===== src/rtl/core/cpd_pkg.sv =====
package cpd_pkg;

	localparam int TABLE_ENTRIES_DEF = 256;
	localparam int MAX_SIDE_DEF      = 8;
	localparam int COUNT_BITS_DEF    = 32;

	localparam int PATTERN_W = 64;
	localparam int SIDE_W    = 4;
	localparam int EXTENT_W  = 2 * SIDE_W;
	localparam int INDEX_W   = 8;
	localparam int COUNT_W   = 32;
	localparam int USED_W    = 9;

	localparam logic OP_RECORD = 1'b0;
	localparam logic OP_READ   = 1'b1;

	typedef struct packed {
		logic                 operation;
		logic [PATTERN_W-1:0] pattern_bits;
		logic [SIDE_W-1:0]    pattern_rows;
		logic [SIDE_W-1:0]    pattern_cols;
		logic [INDEX_W-1:0]   read_index;
	} in_item_t;

	typedef struct packed {
		logic [INDEX_W-1:0]   entry_index;
		logic                 is_new;
		logic                 table_full;
		logic                 entry_valid;
		logic [COUNT_W-1:0]   entry_count;
		logic [PATTERN_W-1:0] entry_pattern;
		logic [SIDE_W-1:0]    entry_rows;
		logic [SIDE_W-1:0]    entry_cols;
		logic [USED_W-1:0]    entries_used;
	} out_item_t;

	typedef enum logic [2:0] {
		ST_IDLE,
		ST_START,
		ST_SCAN,
		ST_HIT,
		ST_MISS,
		ST_READ
	} cpd_state_t;

	typedef struct packed {
		logic load;
		logic scan_issue;
		logic read_issue;
		logic commit_hit;
		logic commit_insert;
		logic commit_full;
		logic commit_read;
	} cpd_cmd_t;

	typedef struct packed {
		logic op_read;
		logic hit;
		logic scan_more;
		logic room;
		logic out_busy;
	} cpd_stat_t;

endpackage


===== src/rtl/core/cpd_ctrl.sv =====
module cpd_ctrl
	import cpd_pkg::*;
(
	input  logic      clk,
	input  logic      arst_n,
	input  logic      item_valid,
	output logic      item_ready,
	input  cpd_stat_t stat,
	output cpd_cmd_t  cmd
);

	cpd_state_t state_q;
	cpd_state_t state_d;

	always_ff @(posedge clk or negedge arst_n) begin
		if (!arst_n) begin
			state_q <= ST_IDLE;
		end else begin
			state_q <= state_d;
		end
	end

	always_comb begin
		state_d = state_q;
		unique case (state_q)
			ST_IDLE: begin
				if (item_valid) state_d = ST_START;
			end
			ST_START: begin
				state_d = stat.op_read ? ST_READ : ST_SCAN;
			end
			ST_SCAN: begin
				if (stat.hit) state_d = ST_HIT;
				else if (!stat.scan_more) state_d = ST_MISS;
			end
			ST_HIT, ST_MISS, ST_READ: begin
				if (!stat.out_busy) state_d = ST_IDLE;
			end
			default: state_d = ST_IDLE;
		endcase
	end

	always_comb begin
		cmd        = '0;
		item_ready = 1'b0;
		unique case (state_q)
			ST_IDLE: begin
				item_ready = 1'b1;
				cmd.load   = item_valid;
			end
			ST_START: begin
				cmd.read_issue = stat.op_read;
			end
			ST_SCAN: begin
				cmd.scan_issue = !stat.hit && stat.scan_more;
			end
			ST_HIT: begin
				cmd.commit_hit = !stat.out_busy;
			end
			ST_MISS: begin
				cmd.commit_insert = !stat.out_busy && stat.room;
				cmd.commit_full   = !stat.out_busy && !stat.room;
			end
			ST_READ: begin
				cmd.commit_read = !stat.out_busy;
			end
			default: begin
				cmd = '0;
			end
		endcase
	end

endmodule


===== config.mk =====
export PLATFORM = sky130hd
export DESIGN_NAME = cpd_ctrl
export DESIGN_NICKNAME = d
export VERILOG_FILES = /design/src/rtl/core/cpd_pkg.sv /design/src/rtl/core/cpd_ctrl.sv
export SDC_FILE = /design/constraint.sdc
export NUM_CORES = 1
export LEC_CHECK = 0
export BUFFER_PORTS_ARGS = -buffer_cell sky130_fd_sc_hd__buf_2
export CAP_MARGIN = 30
export CORE_AREA = 2 2 39 41
export DETAILED_ROUTE_END_ITERATION = 8
export DIE_AREA = 0 0 41 43
export SLEW_MARGIN = 10
export SYNTH_ARGS = -nofsm -noshare
export SYNTH_HDL_FRONTEND = slang
export SYNTH_SLANG_ARGS = --single-unit

===== constraint.sdc =====
create_clock -name clk -period 1.7 [get_ports clk]
set_clock_uncertainty 0.2 [all_clocks]
set_input_delay 0.51 -clock clk [delete_from_list [all_inputs] [get_ports clk]]
set_output_delay 0.51 -clock clk [all_outputs]
set_load 0.02 [all_outputs]

* After elaboration in Yosys (flattened, before gate mapping) *
Index checks and enable logic that the tools add are counted.

storage, ports and cells
  register bits = 3
  bits in latches = 0
  bits in writable memories = 0
  ROM bits = 0
  bits of input ports = 8
  output and inout port bits = 8
  logic and storage cells = 31
  memories kept = 0

cells by class
  $add $sub $neg = 0
  $mul = 0
  div/mod/pow operators = 0
  magnitude comparators = 0
  equality and inequality tests = 8
  shift-type cells = 0
  muxes and demuxes = 13
  bitwise operators = 0
  reduce and logical (&&, ||, !) cells = 9

operator list
  kind                                                 count
  2-to-1 mux 3 bit                                     5
  case mux 3 bit (4 select lines)                      1
  equality test 3 x 2 -> 1 bit, second input constant  2
  equality test 3 bit, second input constant           2
  2-to-1 mux 1 bit                                     6
  != test 2 bit, second input constant                 2
  equality test 3 x 1 -> 1 bit, second input constant  1
  logical AND 1 bit                                    3
  zero test 1 bit                                      3
  zero test 3 bit                                      1
  != test 3 bit, second input constant                 1
  AND reduction 3 bit                                  1
  OR reduction 3 bit                                   1
  2-to-1 mux 2 bit                                     1

* Logic depth before layout (Yosys ltp) *
  depth in word-level cells = 4
  mapped depth = 4
  depth with buffers taken out = 3

* Worst setup path after synthesis *
No wires, ideal clock.

  kind = input port to output port
  from = input port stat[0] in the netlist's numbering
  to = output port cmd[1] in the netlist's numbering
  arrival = 1.310 ns
  required time = 0.990 ns
  setup slack = -0.320 ns
  stages = 2
  path buffers = 0
  path through = nand2b_1 > nor4_1

RTL lines
  what                RTL line       source
  start: declaration  cpd_ctrl.sv:8  input cpd_stat_t stat,
  end: declaration    cpd_ctrl.sv:9  output cpd_cmd_t cmd

==> flow_summary.json <==
{
  "max_clock_freq_mhz": 517,
  "design.die.area_um2": 1760,
  "estimated_wirelength_of_the_detail_placed_design_um": 628,
  "antenna_violating_nets_post_route": 0,
  "start_util_pct": 21.6,
  "clock_path_buffers": 2,
  "synth_top_cell_area_share_pct": 25.1,
  "multi_input_comb_area_um2": 250,
  "clock_input_transition_at_the_sequential_cells_of_the_worst_setup_and_hold_paths_ns": 0.04,
  "timing.critical_path.cells": "buf_4 -> nor4_4 -> buf_4",
  "die_height_um": 43,
  "dominantRegCellSynth": "dfrtp_1",
  "filler_cell_count": 140,
  "cts_htree_levels": 1,
  "largest_registers": "state_q x3",
  "drt_iter0_drc": 4,
  "pin_count_of_the_biggest_net_entering_global_routing": 8,
  "drt-wirelength-per-cell_um": 9.90,
  "violations": "setup timing",
  "rsz0062_at_grt": "true",
  "cts_tree": "built",
  "worstPathRequired_ns": 0.99,
  "start_kind": "register",
  "status": "finished with violations",
  "floorplan.die.width_um": 41,
  "clk-insertion-delay-late_ns": 0.23,
  "max_stage_delay_ns": 0.39,
  "postSynthCellCount": 31,
  "finalHoldViolations": 0,
  "timing.critical_path.mode_cell": "buf_4",
  "detailedRoute.firstPassIterationCount": 4,
  "powerDensity_nw_per_um2": 1680,
  "coreArea_um2": 1380,
  "period_minus_slack_ns": 1.93,
  "worst_slew_margin_rel_pct": 85.9,
  "post-route-worst-setup-slack_ns": -0.233,
  "dp_cells": 73,
  "synthDistinctLibCells": 24,
  "clock_sink_count": 3,
  "synth.yosys.seq_area_share_pct": 25.1,
  "largest_register_ffs": 3,
  "drive_above_1_share_pct": 68.8,
  "sort_of_element_at_the_end_of_the_critical_path": "primary output",
  "worst_path_max_delay_cell": "dfrtp_1",
  "core.rowCount": 14,
  "final_net_count": 73,
  "drt-total-wl_um": 792,
  "io-pin-count": 16,
  "n_antenna_cell": 0,
  "vias_per_cell": 4.43,
  "maxSlewViolCount": 0,
  "post_synth_instance_area_um2": 299,
  "wl_met1_um": 329,
  "leakagePower_nw": 0.295,
  "routed-wl-met2_um": 433,
  "syn_avg_cell_area_um2": 9.65,
  "globalRouteOverflowTotal": 0,
  "synthesis.yosys.warnings": 0,
  "final_core_util_pct": 45.6,
  "clock_tree_root_driver_cell": "clkbuf_4",
  "post_synth_edffs": 0,
  "final-seq-area_um2": 75.1,
  "syn_to_final_growth_pct": 111,
  "mappedNetlistNets": 39,
  "hold_path_class": "primary input to asynchronous set/reset pin",
  "wl_met3_um": 28,
  "regMostFlops": "state_q",
  "final_min_period_over_clock_period_pct": 114,
  "post-route-drc-count": 0,
  "route.vias.total": 354,
  "critPathArrivalTime_ns": 1.22,
  "setup_viol": 8,
  "cts_made_buffers": 3,
  "grt_antenna_before_repair": 0,
  "path_class": "register to primary output",
  "maxCapViolCount": 0,
  "synth_common_cells": "3 x dfrtp_1, 3 x nand2_1, 2 x buf_6, 2 x nor4_1, 2 x o21bai_1",
  "synth_area_leaders": "dfrtp_1 25%, buf_6 7.5%, a311oi_2 5.0%, nor4b_2 5.0%, o21bai_1 5.0%",
  "groute.usage.overall_pct": 10.9,
  "synth_area_leader_cell": "dfrtp_1",
  "crit_fanout": 4,
  "wire_length_of_the_first_global_routing_pass_um": 1260,
  "ys_async_sr_fraction_pct": 100,
  "postSynthRegisterBits": 3,
  "finish.cell_count_without_fillers": 80,
  "peakVddDrop_v": 0.000547,
  "maxUsedRoutingLayer": "met3",
  "worst_pin_slew_ns": 0.210,
  "grt_pass1_vias": 315,
  "gp_congestion": 0.749,
  "io_buffers": 15
}
==> logic make-up after synthesis <==
family                 Yosys count  share of synthesized area [%]
AND/OR/NAND/NOR                 16                           40.2
AO/OA/AOI/OAI                    7                           20.1
buffers and inverters            4                           11.3
flip-flops                       3                           25.1
multiplexers                     1                           3.35
==> per-layer routing <==
layer  global-route usage (%)  vias up
met5                        0        -
met4                     8.00        0
met3                     3.14        0
met2                     17.5        9
met1                     11.3      158
li1                         -      187
==> critical path: cells and delay by family (launching register included) <==
family	cells	cell delay, ns
buf+inv	2	0.34
flops	1	0.39
simple gates	1	0.25
==> area by class of cell <==
type,instances,area share (%)
Clock buffer,4,4.17
Tap cell,16,3.17
Sequential cell,3,11.9
Timing Repair Buffer,32,40.5
Inverter,1,0.595
Multi-Input combinational cell,24,39.7
==> through the flow <==
step	instance area [um^2]	TNS [ns]	worst slack, ns	hold WS [ns]	power, mW
after floorplan	363	-0.0586	-0.0270	0.0144	0.606
after global placement	529	-0.518	-0.182	0.107	0.815
after detailed placement	529	-0.570	-0.195	0.107	0.821
after CTS	602	-1.62	-0.246	0.393	1.02
after global routing	631	-1.96	-0.296	0.407	1.14
final	631	-1.39	-0.233	0.402	1.06
==> cell usage in the layout (no fill, tap or decap), types with 2 or more instances in the layout <==
cell type / n
nor4_4: 2
dfrtp_1: 3
buf_2: 7
nand2_1: 3
buf_6: 8
o21bai_1: 2
clkbuf_4: 3
buf_4: 16
==> where the power goes <==
part	total (mW)	leakage (nW)	internal, mW	switching [mW]
Clock	0.125	0.0150	0.0879	0.0367
Sequential	0.134	0.0376	0.107	0.0263
Combinational	0.800	0.243	0.435	0.365
==> path summary, 6_finish.rpt <==
| kind | startpoint | end | slack [ns] | cells past startpoint |
|---|---|---|---|---|
| worst max-delay path | state_q[2]$_DFFE_PN0P_ | cmd[5] | -0.23 | 3 |
| worst min-delay path | arst_n | state_q[0]$_DFFE_PN0P_ | 0.40 | 2 |
| worst max register to register | state_q[0]$_DFFE_PN0P_ | state_q[2]$_DFFE_PN0P_ | 0.26 | 5 |
| worst min register to register | state_q[2]$_DFFE_PN0P_ | state_q[1]$_DFFE_PN0P_ | 0.42 | 2 |
| max in group asynchronous | arst_n | state_q[1]$_DFFE_PN0P_ | 0.79 | 2 |
| min in group clk | state_q[2]$_DFFE_PN0P_ | state_q[1]$_DFFE_PN0P_ | 0.42 | 2 |
==> repair_timing <==
action                                 4_1_cts  5_1_grt
setup endpoints to repair                    8        8
resized for setup                           10        6
gates cloned                                 0        0
endpoints found under the hold margin        3        0
setup buffers                                1        1
hold buffers                                 1        0
pin swaps                                    2        5
Power figures use the tool's default switching activity.
